File: src/hdl/usc_pkg.sv
package usc_pkg;

    localparam logic [20:0] USC_RECIP_3600 = 21'd1193046;
    localparam logic [16:0] USC_RECIP_24   = 17'd87381;
    localparam logic [6:0]  USC_RECIP_60   = 7'd68;
    localparam logic [5:0]  USC_RECIP_1461 = 6'd44;

    localparam logic [31:0] USC_SECS_PER_HOUR = 32'd3600;
    localparam logic [15:0] USC_DAYS_PER_CYCLE = 16'd1461;
    localparam logic [15:0] USC_DAYS_PER_YEAR = 16'd365;
    localparam logic [7:0]  USC_YEAR_BIAS = 8'd31;

    typedef struct packed {
        logic [15:0] days_ofs;
        logic [4:0]  hour;
        logic [5:0]  minute;
        logic [5:0]  second;
    } t_split;

    typedef struct packed {
        logic signed [7:0] year_since_2000;
        logic [3:0]        month_of_year;
        logic [4:0]        day_of_month;
        logic [4:0]        hour_of_day;
        logic [5:0]        minute_of_hour;
        logic [5:0]        second_of_minute;
    } t_result;

    function automatic logic [8:0] usc_month_start(input logic [3:0] mon, input logic leap);
        logic [8:0] base;
        case (mon)
            4'd0:    base = 9'd0;
            4'd1:    base = 9'd31;
            4'd2:    base = 9'd59;
            4'd3:    base = 9'd90;
            4'd4:    base = 9'd120;
            4'd5:    base = 9'd151;
            4'd6:    base = 9'd181;
            4'd7:    base = 9'd212;
            4'd8:    base = 9'd243;
            4'd9:    base = 9'd273;
            4'd10:   base = 9'd304;
            4'd11:   base = 9'd334;
            default: base = 9'd0;
        endcase
        if (leap && (mon >= 4'd2)) begin
            base = base + 9'd1;
        end
        return base;
    endfunction

endpackage

File: src/hdl/usc_if.sv
interface usc_in_if;
    logic        valid;
    logic        ready;
    logic [31:0] unix_seconds;

    modport source (output valid, output unix_seconds, input ready);
    modport sink (input valid, input unix_seconds, output ready);
endinterface

interface usc_out_if;
    logic              valid;
    logic              ready;
    logic signed [7:0] year_since_2000;
    logic [3:0]        month_of_year;
    logic [4:0]        day_of_month;
    logic [4:0]        hour_of_day;
    logic [5:0]        minute_of_hour;
    logic [5:0]        second_of_minute;

    modport source (
        output valid, output year_since_2000, output month_of_year, output day_of_month,
        output hour_of_day, output minute_of_hour, output second_of_minute, input ready
    );
    modport sink (
        input valid, input year_since_2000, input month_of_year, input day_of_month,
        input hour_of_day, input minute_of_hour, input second_of_minute, output ready
    );
endinterface

File: src/hdl/usc_time_split.sv
module usc_time_split (
    input  logic                  i_clk,
    input  logic                  i_rst_n,
    input  logic                  i_valid,
    output logic                  o_ready,
    input  logic [31:0]           i_seconds,
    output logic                  o_valid,
    input  logic                  i_ready,
    output usc_pkg::t_split       o_split
);

    logic [3:0] r_vld;
    logic [3:0] ld;

    logic [31:0] r_s1_sec;
    logic [20:0] r_s1_q;
    logic [20:0] r_s2_hrs;
    logic [11:0] r_s2_rem;
    logic [20:0] r_s3_hrs;
    logic [11:0] r_s3_rem;
    logic [15:0] r_s3_dq;
    logic [5:0]  r_s3_mq;
    usc_pkg::t_split r_s4;

    logic [52:0] w_prod1;
    logic [31:0] w_sub2;
    logic [12:0] w_rem2;
    logic [20:0] n_s2_hrs;
    logic [11:0] n_s2_rem;
    logic [37:0] w_prod3d;
    logic [18:0] w_prod3m;
    logic [20:0] w_hsub;
    logic [11:0] w_msub;
    logic [5:0]  w_h6;
    logic [6:0]  w_s7;
    logic [15:0] w_days;
    usc_pkg::t_split n_s4;

    always_comb begin
        ld[3] = !r_vld[3] || i_ready;
        ld[2] = !r_vld[2] || ld[3];
        ld[1] = !r_vld[1] || ld[2];
        ld[0] = !r_vld[0] || ld[1];
    end

    assign o_ready = ld[0];
    assign o_valid = r_vld[3];
    assign o_split = r_s4;

    assign w_prod1 = {21'd0, i_seconds} * {32'd0, usc_pkg::USC_RECIP_3600};

    always_comb begin
        w_sub2 = r_s1_sec - ({11'd0, r_s1_q} * usc_pkg::USC_SECS_PER_HOUR);
        w_rem2 = w_sub2[12:0];
        if (w_rem2 >= usc_pkg::USC_SECS_PER_HOUR[12:0]) begin
            n_s2_hrs = r_s1_q + 21'd1;
            n_s2_rem = 12'(w_rem2 - usc_pkg::USC_SECS_PER_HOUR[12:0]);
        end else begin
            n_s2_hrs = r_s1_q;
            n_s2_rem = w_rem2[11:0];
        end
    end

    assign w_prod3d = {17'd0, r_s2_hrs} * {21'd0, usc_pkg::USC_RECIP_24};
    assign w_prod3m = {7'd0, r_s2_rem} * {12'd0, usc_pkg::USC_RECIP_60};

    always_comb begin
        w_hsub = r_s3_hrs - ({5'd0, r_s3_dq} * 21'd24);
        w_msub = r_s3_rem - ({6'd0, r_s3_mq} * 12'd60);
        w_h6 = w_hsub[5:0];
        w_s7 = w_msub[6:0];
        if (w_h6 >= 6'd24) begin
            w_days = r_s3_dq + 16'd1;
            n_s4.hour = 5'(w_h6 - 6'd24);
        end else begin
            w_days = r_s3_dq;
            n_s4.hour = w_h6[4:0];
        end
        if (w_s7 >= 7'd60) begin
            n_s4.minute = r_s3_mq + 6'd1;
            n_s4.second = 6'(w_s7 - 7'd60);
        end else begin
            n_s4.minute = r_s3_mq;
            n_s4.second = w_s7[5:0];
        end
        n_s4.days_ofs = w_days + usc_pkg::USC_DAYS_PER_YEAR;
    end

    always_ff @(posedge i_clk) begin
        if (!i_rst_n) begin
            r_vld <= '0;
        end else begin
            if (ld[0]) r_vld[0] <= i_valid;
            if (ld[1]) r_vld[1] <= r_vld[0];
            if (ld[2]) r_vld[2] <= r_vld[1];
            if (ld[3]) r_vld[3] <= r_vld[2];
        end
    end

    always_ff @(posedge i_clk) begin
        if (ld[0]) begin
            r_s1_sec <= i_seconds;
            r_s1_q <= w_prod1[52:32];
        end
        if (ld[1]) begin
            r_s2_hrs <= n_s2_hrs;
            r_s2_rem <= n_s2_rem;
        end
        if (ld[2]) begin
            r_s3_hrs <= r_s2_hrs;
            r_s3_rem <= r_s2_rem;
            r_s3_dq <= w_prod3d[36:21];
            r_s3_mq <= w_prod3m[17:12];
        end
        if (ld[3]) begin
            r_s4 <= n_s4;
        end
    end

endmodule

File: src/hdl/usc_date_calc.sv
module usc_date_calc (
    input  logic                  i_clk,
    input  logic                  i_rst_n,
    input  logic                  i_valid,
    output logic                  o_ready,
    input  usc_pkg::t_split       i_split,
    output logic                  o_valid,
    input  logic                  i_ready,
    output usc_pkg::t_result      o_result
);

    logic [3:0] r_vld;
    logic [3:0] ld;

    usc_pkg::t_split r_s5_t;
    logic [5:0]  r_s5_c;
    usc_pkg::t_split r_s6_t;
    logic [5:0]  r_s6_c;
    logic [10:0] r_s6_rem;
    usc_pkg::t_split r_s7_t;
    logic [8:0]  r_s7_doy;
    logic        r_s7_leap;
    logic [7:0]  r_s7_year;
    usc_pkg::t_result r_s8;

    logic [21:0] w_prod5;
    logic [15:0] w_sub6;
    logic [11:0] w_rem6;
    logic [5:0]  n_s6_c;
    logic [10:0] n_s6_rem;
    logic [1:0]  w_yic;
    logic [10:0] w_doy;
    logic [3:0]  w_mon;
    logic [8:0]  w_dom;
    logic [8:0]  w_start;

    always_comb begin
        ld[3] = !r_vld[3] || i_ready;
        ld[2] = !r_vld[2] || ld[3];
        ld[1] = !r_vld[1] || ld[2];
        ld[0] = !r_vld[0] || ld[1];
    end

    assign o_ready = ld[0];
    assign o_valid = r_vld[3];
    assign o_result = r_s8;

    assign w_prod5 = {6'd0, i_split.days_ofs} * {16'd0, usc_pkg::USC_RECIP_1461};

    always_comb begin
        w_sub6 = r_s5_t.days_ofs - ({10'd0, r_s5_c} * usc_pkg::USC_DAYS_PER_CYCLE);
        w_rem6 = w_sub6[11:0];
        if (w_rem6 >= usc_pkg::USC_DAYS_PER_CYCLE[11:0]) begin
            n_s6_c = r_s5_c + 6'd1;
            n_s6_rem = 11'(w_rem6 - usc_pkg::USC_DAYS_PER_CYCLE[11:0]);
        end else begin
            n_s6_c = r_s5_c;
            n_s6_rem = w_rem6[10:0];
        end
    end

    always_comb begin
        if (r_s6_rem >= 11'd1095) begin
            w_yic = 2'd3;
            w_doy = r_s6_rem - 11'd1095;
        end else if (r_s6_rem >= 11'd730) begin
            w_yic = 2'd2;
            w_doy = r_s6_rem - 11'd730;
        end else if (r_s6_rem >= 11'd365) begin
            w_yic = 2'd1;
            w_doy = r_s6_rem - 11'd365;
        end else begin
            w_yic = 2'd0;
            w_doy = r_s6_rem;
        end
    end

    always_comb begin
        w_mon = 4'd0;
        w_dom = r_s7_doy;
        for (int m = 1; m < 12; m++) begin
            w_start = usc_pkg::usc_month_start(4'(m), r_s7_leap);
            if (r_s7_doy >= w_start) begin
                w_mon = 4'(m);
                w_dom = r_s7_doy - w_start;
            end
        end
    end

    always_ff @(posedge i_clk) begin
        if (!i_rst_n) begin
            r_vld <= '0;
        end else begin
            if (ld[0]) r_vld[0] <= i_valid;
            if (ld[1]) r_vld[1] <= r_vld[0];
            if (ld[2]) r_vld[2] <= r_vld[1];
            if (ld[3]) r_vld[3] <= r_vld[2];
        end
    end

    always_ff @(posedge i_clk) begin
        if (ld[0]) begin
            r_s5_t <= i_split;
            r_s5_c <= w_prod5[21:16];
        end
        if (ld[1]) begin
            r_s6_t <= r_s5_t;
            r_s6_c <= n_s6_c;
            r_s6_rem <= n_s6_rem;
        end
        if (ld[2]) begin
            r_s7_t <= r_s6_t;
            r_s7_doy <= w_doy[8:0];
            r_s7_leap <= (w_yic == 2'd3);
            r_s7_year <= {r_s6_c, w_yic} - usc_pkg::USC_YEAR_BIAS;
        end
        if (ld[3]) begin
            r_s8.year_since_2000 <= $signed(r_s7_year);
            r_s8.month_of_year <= w_mon + 4'd1;
            r_s8.day_of_month <= 5'(w_dom + 9'd1);
            r_s8.hour_of_day <= r_s7_t.hour;
            r_s8.minute_of_hour <= r_s7_t.minute;
            r_s8.second_of_minute <= r_s7_t.second;
        end
    end

endmodule

File: src/hdl/unix_seconds_to_calendar_unit.sv
// Channel  Direction  Payload
// i_in     input      unix_seconds
// o_out    output     year_since_2000, month_of_year, day_of_month,
//                     hour_of_day, minute_of_hour, second_of_minute
//
// A beat passes through eight register stages on its way to the output register,
// and one beat is accepted every cycle unless every stage is full and the output is stalled.
// Reset clears only the valid bits of the stages.
// Each stage holds its beat while the next one is full and stalled, so empty
// stages keep filling while a result waits at the output.
module unix_seconds_to_calendar_unit (
    input  logic     i_clk,
    input  logic     i_rst_n,
    usc_in_if.sink   i_in,
    usc_out_if.source o_out
);

    logic             mid_valid;
    logic             mid_ready;
    usc_pkg::t_split  mid_split;
    usc_pkg::t_result res;

    usc_time_split u_time_split (
        .i_clk     (i_clk),
        .i_rst_n   (i_rst_n),
        .i_valid   (i_in.valid),
        .o_ready   (i_in.ready),
        .i_seconds (i_in.unix_seconds),
        .o_valid   (mid_valid),
        .i_ready   (mid_ready),
        .o_split   (mid_split)
    );

    usc_date_calc u_date_calc (
        .i_clk    (i_clk),
        .i_rst_n  (i_rst_n),
        .i_valid  (mid_valid),
        .o_ready  (mid_ready),
        .i_split  (mid_split),
        .o_valid  (o_out.valid),
        .i_ready  (o_out.ready),
        .o_result (res)
    );

    assign o_out.year_since_2000 = res.year_since_2000;
    assign o_out.month_of_year = res.month_of_year;
    assign o_out.day_of_month = res.day_of_month;
    assign o_out.hour_of_day = res.hour_of_day;
    assign o_out.minute_of_hour = res.minute_of_hour;
    assign o_out.second_of_minute = res.second_of_minute;

    a_reset_empty: assert property (@(posedge i_clk) !i_rst_n |=> !o_out.valid)
        else $error("Output valid after reset.");

    a_month_range: assert property (@(posedge i_clk) disable iff (!i_rst_n)
        o_out.valid |-> (o_out.month_of_year >= 4'd1) && (o_out.month_of_year <= 4'd12))
        else $error("Month out of range.");

    a_time_range: assert property (@(posedge i_clk) disable iff (!i_rst_n)
        o_out.valid |-> (o_out.hour_of_day <= 5'd23) && (o_out.minute_of_hour <= 6'd59)
                        && (o_out.second_of_minute <= 6'd59) && (o_out.day_of_month >= 5'd1))
        else $error("Time of day out of range.");

    a_feb_days: assert property (@(posedge i_clk) disable iff (!i_rst_n)
        (o_out.valid && (o_out.month_of_year == 4'd2)) |-> (o_out.day_of_month <= 5'd29))
        else $error("February day out of range.");

endmodule

File: src/flat_wrapper.sv
// flat-port wrapper written by rule: the top's interface ports become plain ports
module unix_seconds_to_calendar_unit_flat 
  (i_clk, i_rst_n, i_in_valid, i_in_unix_seconds, i_in_ready, o_out_valid, o_out_year_since_2000, o_out_month_of_year, o_out_day_of_month, o_out_hour_of_day, o_out_minute_of_hour, o_out_second_of_minute, o_out_ready);
  usc_in_if i_in_i ();
  usc_out_if o_out_i ();
  input  logic i_clk;
  input  logic i_rst_n;
  input wire logic [$bits(i_in_i.valid)-1:0] i_in_valid;
  input wire logic [$bits(i_in_i.unix_seconds)-1:0] i_in_unix_seconds;
  output wire logic [$bits(i_in_i.ready)-1:0] i_in_ready;
  output wire logic [$bits(o_out_i.valid)-1:0] o_out_valid;
  output wire logic [$bits(o_out_i.year_since_2000)-1:0] o_out_year_since_2000;
  output wire logic [$bits(o_out_i.month_of_year)-1:0] o_out_month_of_year;
  output wire logic [$bits(o_out_i.day_of_month)-1:0] o_out_day_of_month;
  output wire logic [$bits(o_out_i.hour_of_day)-1:0] o_out_hour_of_day;
  output wire logic [$bits(o_out_i.minute_of_hour)-1:0] o_out_minute_of_hour;
  output wire logic [$bits(o_out_i.second_of_minute)-1:0] o_out_second_of_minute;
  input wire logic [$bits(o_out_i.ready)-1:0] o_out_ready;
  assign i_in_i.valid = i_in_valid;
  assign i_in_i.unix_seconds = i_in_unix_seconds;
  assign i_in_ready = i_in_i.ready;
  assign o_out_valid = o_out_i.valid;
  assign o_out_year_since_2000 = o_out_i.year_since_2000;
  assign o_out_month_of_year = o_out_i.month_of_year;
  assign o_out_day_of_month = o_out_i.day_of_month;
  assign o_out_hour_of_day = o_out_i.hour_of_day;
  assign o_out_minute_of_hour = o_out_i.minute_of_hour;
  assign o_out_second_of_minute = o_out_i.second_of_minute;
  assign o_out_i.ready = o_out_ready;
  unix_seconds_to_calendar_unit u_core (.i_clk(i_clk), .i_rst_n(i_rst_n), .i_in(i_in_i), .o_out(o_out_i));
endmodule
File: config.mk
export PLATFORM = sky130hd
export DESIGN_NAME = unix_seconds_to_calendar_unit_flat
export DESIGN_NICKNAME = d
export VERILOG_FILES = /design/src/hdl/usc_pkg.sv /design/src/hdl/usc_if.sv /design/src/hdl/usc_time_split.sv /design/src/hdl/usc_date_calc.sv /design/src/hdl/unix_seconds_to_calendar_unit.sv /design/src/flat_wrapper.sv
export SDC_FILE = /design/constraint.sdc
export NUM_CORES = 2
export LEC_CHECK = 0
export BUFFER_PORTS_ARGS = -buffer_cell sky130_fd_sc_hd__buf_2
export CELL_PAD_IN_SITES_DETAIL_PLACEMENT = 1
export CELL_PAD_IN_SITES_GLOBAL_PLACEMENT = 2
export CORE_MARGIN = 4
export CORE_UTILIZATION = 40
export CTS_BUF_LIST = sky130_fd_sc_hd__clkbuf_8
export CTS_CLUSTER_SIZE = 28
export DETAILED_ROUTE_END_ITERATION = 12
export GPL_ROUTABILITY_DRIVEN = 0
export PLACE_DENSITY_LB_ADDON = 0.1
export SLEW_MARGIN = 15
export SYNTH_ARGS = -nofsm -noshare
export SYNTH_HDL_FRONTEND = slang
export SYNTH_SLANG_ARGS = --single-unit
File: constraint.sdc
create_clock -name i_clk -period 10.2 [get_ports i_clk]
set_input_delay 2.55 -clock i_clk [delete_from_list [all_inputs] [get_ports i_clk]]
set_output_delay 2.55 -clock i_clk [all_outputs]
set_load 0.1 [all_outputs]
==> impl_metrics.xml <==
<?xml version="1.0" encoding="UTF-8"?>
<metrics>
  <group name="critical_path">
    <metric name="critPathBufInv" unit="">3</metric>
    <metric name="category_of_the_worst_setup_path_capture_point" unit="">register</metric>
    <metric name="critical-path-max-stage-delay" unit="ps">550</metric>
    <metric name="cp-start-kind" unit="">primary input</metric>
    <metric name="cp_data_arrival_time" unit="ps">8770</metric>
    <metric name="crit_slowest_cell" unit="">sky130_fd_sc_hd__fa_1</metric>
    <metric name="worst_setup_path_startpoint" unit="">i_in_unix_seconds[11]</metric>
    <metric name="required" unit="ps">10570</metric>
    <metric name="worst_reg2reg_startpoint" unit="">u_core.u_time_split.r_s2_hrs[9]$_DFFE_PP_</metric>
    <metric name="critical_path_class" unit="">primary input to register</metric>
    <metric name="cp_cell_sequence" unit="">buf_2 &gt; ha_1 &gt; ha_1 &gt; fa_1 &gt; fa_1 &gt; fa_1 &gt; fa_1 &gt; inv_1 &gt; fa_1 &gt; inv_1 &gt; ha_1 &gt; nand4_1 &gt; nor3_1 &gt; nand4_1 &gt; a211oi_1 &gt; o21ai_0 &gt; a31oi_1 &gt; o31ai_4 &gt; o221ai_1 &gt; a21oi_1 &gt; xnor2_1</metric>
    <metric name="critical-path-top-delay-family" unit="">adder cells</metric>
    <metric name="maximum_fanout_along_the_worst_path" unit="">10</metric>
    <metric name="critical-path-top-cell-by-count" unit="">sky130_fd_sc_hd__fa_1</metric>
  </group>
  <group name="global_route">
    <metric name="number_of_antenna_violations_at_the_first_check_in_global_routing" unit="">1</metric>
    <metric name="maximum_number_of_pins_on_one_net_before_global_route_repair" unit="">36</metric>
    <metric name="via_count_of_the_first_global_routing_pass" unit="">22600</metric>
    <metric name="wire_length_of_the_first_global_routing_pass" unit="um">119000</metric>
    <metric name="global_route.overflow_total" unit="">0</metric>
    <metric name="track_usage" unit="%">18.0</metric>
  </group>
  <group name="die">
    <metric name="initial_utilization" unit="%">40.3</metric>
    <metric name="core_area" unit="sq mm">0.0775</metric>
    <metric name="die_width" unit="um">288</metric>
    <metric name="die-area" unit="sq mm">0.0827</metric>
    <metric name="io_pins" unit="">72</metric>
    <metric name="rows" unit="">102</metric>
    <metric name="die_h" unit="um">288</metric>
  </group>
  <group name="clocking">
    <metric name="tritoncts.num_buffers" unit="">48</metric>
    <metric name="ctsHoldBuffers" unit="">0</metric>
    <metric name="ctsLongestPathBuffers" unit="">3</metric>
    <metric name="post-cts-setup-buffer-count" unit="">0</metric>
    <metric name="worstSkewPairLatency" unit="ps">650</metric>
    <metric name="cts_repair_resize_count" unit="">0</metric>
    <metric name="tritoncts_clock_tree" unit="">done</metric>
    <metric name="cts.sinks" unit="">281</metric>
    <metric name="cts.root.buffer_cell" unit="">sky130_fd_sc_hd__clkbuf_8</metric>
    <metric name="clk_pin_slew" unit="ps">60</metric>
    <metric name="cts-htree-levels" unit="">2</metric>
  </group>
  <group name="timing">
    <metric name="tightestPinTransition" unit="ps">1060</metric>
    <metric name="clock.fmax" unit="GHz">0.119</metric>
    <metric name="grt_setup_unrepaired" unit="">no</metric>
    <metric name="finalSetupViolations" unit="">0</metric>
    <metric name="slew_headroom" unit="%">28.7</metric>
    <metric name="final.period_utilization" unit="%">82.4</metric>
    <metric name="finalCriticalPeriod" unit="ps">8400</metric>
    <metric name="slew_violations" unit="">0</metric>
    <metric name="clock_skew" unit="ps">46.9</metric>
    <metric name="final_hold_viol_count" unit="">0</metric>
    <metric name="final.setup.tns" unit="ps">0</metric>
  </group>
  <group name="layout">
    <metric name="final_core_utilization" unit="%">43.6</metric>
    <metric name="number_of_cells_in_the_finished_layout_apart_from_fillers" unit="">4063</metric>
    <metric name="fin_nets" unit="">3935</metric>
    <metric name="syn2layout_area_growth" unit="%">7.97</metric>
    <metric name="post_route_cells_drive_above_1_share" unit="%">5.69</metric>
  </group>
  <group name="job">
    <metric name="timing.max_cap.violations" unit="">0</metric>
  </group>
  <group name="drt">
    <metric name="via_count" unit="">20400</metric>
    <metric name="wl_met2" unit="um">37300</metric>
    <metric name="first_pass_iters" unit="">6</metric>
    <metric name="post-route-drc-count" unit="">0</metric>
    <metric name="highest-signal-layer" unit="">met4</metric>
    <metric name="routed_wire_length_per_instance" unit="um">17.9</metric>
    <metric name="drtIter0Drc" unit="">689</metric>
    <metric name="detailroute.wirelength.met3" unit="um">1930</metric>
    <metric name="viasPerCell" unit="">5.02</metric>
    <metric name="postRouteWirelength" unit="um">72600</metric>
    <metric name="routedLengthMet1" unit="um">32100</metric>
    <metric name="antenna_violating_nets_post_route" unit="">0</metric>
  </group>
  <group name="place">
    <metric name="placedCellCount" unit="">3978</metric>
    <metric name="numPortBuffers" unit="">71</metric>
    <metric name="place_hpwl" unit="um">60800</metric>
  </group>
  <group name="synthesis">
    <metric name="post_synth_num_cell_types" unit="">87</metric>
    <metric name="synth_area_leaders" unit="">sky130_fd_sc_hd__edfxtp_1 26%, sky130_fd_sc_hd__ha_1 23%, sky130_fd_sc_hd__fa_1 22%</metric>
    <metric name="synth.yosys.warnings" unit="">0</metric>
    <metric name="synth_seq_cells" unit="">281</metric>
    <metric name="ys_async_sr_fraction" unit="%">0</metric>
    <metric name="synthesis.area" unit="sq mm">0.0313</metric>
    <metric name="synth_sequential_area_ratio" unit="%">26.7</metric>
    <metric name="synth_area_leader_cell" unit="">sky130_fd_sc_hd__edfxtp_1</metric>
    <metric name="synth_enable_flop_cells" unit="">273</metric>
    <metric name="synthDominantCellAreaShare" unit="%">26.2</metric>
    <metric name="synthCells" unit="">2885</metric>
    <metric name="syn-num-nets" unit="">3832</metric>
    <metric name="synthesis.area_per_instance" unit="sq um">10.8</metric>
    <metric name="synthFlopType" unit="">sky130_fd_sc_hd__edfxtp_1</metric>
  </group>
  <group name="outcome">
    <metric name="run_status" unit="">finished, final reports clean</metric>
  </group>
  <group name="hold_path">
    <metric name="worstHoldPathType" unit="">register to register</metric>
    <metric name="hp-start" unit="">u_core.u_time_split.o_split[1]$_DFFE_PP_</metric>
  </group>
</metrics>
[cell families after synthesis]
kind of cell             count (synthesis)  synth area share (%)
multiplexers                             8                 0.264
XOR/XNOR                               176                  5.03
flip-flops                             281                  26.7
adder cells (fa/ha/maj)                911                  44.6
AO/OA/AOI/OAI                          392                  8.48
AND/OR/NAND/NOR                        411                  6.28
buffers and inverters                  706                  8.57
[per-layer routing]
metal,track usage (%),up-vias
met5,0,-
met3,2.07,86
li1,-,9822
met4,3.55,0
met2,32.6,224
met1,23.2,10300
[Yosys cell counts (all sizes together) (7+ instances only)]
| cell type | number |
|---|---|
| inv | 677 |
| nor2b | 21 |
| o21ai | 87 |
| nand3 | 40 |
| buf | 10 |
| xor2 | 44 |
| edfxtp | 273 |
| a211oi | 15 |
| or3 | 9 |
| a21boi | 9 |
| o31ai | 7 |
| and2 | 13 |
| nor2 | 106 |
| fa | 340 |
| a2111oi | 8 |
| nand2b | 16 |
| clkbuf | 19 |
| o2111ai | 7 |
| xnor2 | 132 |
| nand4 | 13 |
| ha | 571 |
| nand2 | 115 |
| o211ai | 12 |
| a21oi | 95 |
| o221ai | 7 |
| a21o | 31 |
| o21a | 25 |
| o21bai | 7 |
| and3 | 21 |
| dfxtp | 8 |
| a31oi | 14 |
| nor3 | 36 |
[worst reg2reg max path, cell delays in order (launching register included)]
cell and delay [ps]:
sky130_fd_sc_hd__edfxtp_1 540, sky130_fd_sc_hd__ha_1 410, sky130_fd_sc_hd__inv_1 70, sky130_fd_sc_hd__fa_1 510, sky130_fd_sc_hd__inv_1 70, sky130_fd_sc_hd__fa_1 550, sky130_fd_sc_hd__inv_1 60, sky130_fd_sc_hd__fa_1 510
sky130_fd_sc_hd__fa_1 520, sky130_fd_sc_hd__fa_1 540, sky130_fd_sc_hd__inv_1 40, sky130_fd_sc_hd__ha_1 330, sky130_fd_sc_hd__o21a_1 130, sky130_fd_sc_hd__o211ai_1 380, sky130_fd_sc_hd__o21ai_0 180, sky130_fd_sc_hd__a21oi_1 210
sky130_fd_sc_hd__a21oi_1 170, sky130_fd_sc_hd__a41o_1 340, sky130_fd_sc_hd__o21a_1 240, sky130_fd_sc_hd__a211o_1 260, sky130_fd_sc_hd__a21oi_1 180, sky130_fd_sc_hd__xnor2_1 120
[final cells by class]
cell class	instances	area, sq um
inverter	677	2540
sequential	281	8360
antenna	1	2.50
clock inverter	33	175
clock buffer	51	702
tap	1040	1300
fill	8572	43700
timing repair buffer	82	438
multi-input combinational	1898	20200
[layout by cell type (no fill, tap or decap), types with 6 or more instances in the layout]
cell type,n
sky130_fd_sc_hd__o21ai_0,78
sky130_fd_sc_hd__a2111oi_0,6
sky130_fd_sc_hd__xnor2_1,130
sky130_fd_sc_hd__o21bai_1,7
sky130_fd_sc_hd__edfxtp_1,273
sky130_fd_sc_hd__a211o_1,6
sky130_fd_sc_hd__o221ai_1,6
sky130_fd_sc_hd__a21o_1,31
sky130_fd_sc_hd__ha_1,571
sky130_fd_sc_hd__o21ai_1,8
sky130_fd_sc_hd__mux2i_1,6
sky130_fd_sc_hd__a41o_1,6
sky130_fd_sc_hd__clkinv_1,10
sky130_fd_sc_hd__nor2b_1,21
sky130_fd_sc_hd__buf_4,11
sky130_fd_sc_hd__a21oi_1,95
sky130_fd_sc_hd__nand2b_1,16
sky130_fd_sc_hd__inv_1,689
sky130_fd_sc_hd__buf_2,71
sky130_fd_sc_hd__fa_1,340
sky130_fd_sc_hd__nand3_1,40
sky130_fd_sc_hd__o21a_1,24
sky130_fd_sc_hd__o211ai_1,12
sky130_fd_sc_hd__a21boi_0,6
sky130_fd_sc_hd__and2_1,13
sky130_fd_sc_hd__nor2_1,105
sky130_fd_sc_hd__and3_1,21
sky130_fd_sc_hd__nand4_1,13
sky130_fd_sc_hd__nor3_1,35
sky130_fd_sc_hd__dfxtp_1,8
sky130_fd_sc_hd__xor2_1,42
sky130_fd_sc_hd__a211oi_1,15
sky130_fd_sc_hd__o31ai_1,6
sky130_fd_sc_hd__clkbuf_8,51
sky130_fd_sc_hd__or3_1,9
sky130_fd_sc_hd__o2111ai_1,7
sky130_fd_sc_hd__a31oi_1,13
sky130_fd_sc_hd__nand2_1,113
[state kept, by name, summed over array words and instances, names as in the netlist, 8 cells and up]
name	flops
u_core.u_date_calc.r_s7_doy	9
u_core.u_date_calc.r_s7_t	17
u_core.u_time_split.r_s2_rem	12
u_core.u_date_calc.o_result	34
u_core.u_time_split.r_s1_q	21
u_core.u_time_split.r_s2_hrs	21
u_core.u_date_calc.r_s7_year	8
u_core.u_time_split.r_s3_dq	16
u_core.u_time_split.r_s1_sec	13
u_core.u_date_calc.r_s5_t	29
u_core.u_date_calc.r_s6_rem	11
u_core.u_date_calc.r_s6_t	17
u_core.u_time_split.o_split	33
[through the flow]
step	hold WS [ps]	setup WS, ps	area (sq um)
final	372	1800	33700
after global routing	407	1370	33700
after global placement	401	1270	32900
after CTS	377	1780	33700
after floorplan	400	2000	31300
after detailed placement	406	1100	32900
[path summary, 6_finish.rpt]
path	end	slack, ps	cells past startpoint
max	u_core.u_time_split.r_s1_q[13]$_DFFE_PP_	1800	21
min	u_core.u_date_calc.r_s5_t[1]$_DFFE_PP_	370	0
max reg2reg	u_core.u_time_split.r_s3_dq[15]$_DFFE_PP_	3570	21
min reg2reg	u_core.u_date_calc.r_s5_t[1]$_DFFE_PP_	370	0
Power is left out: the tool's default activity adds up to more than one toggle a clock period on the data nets, which glitch-free logic cannot reach.
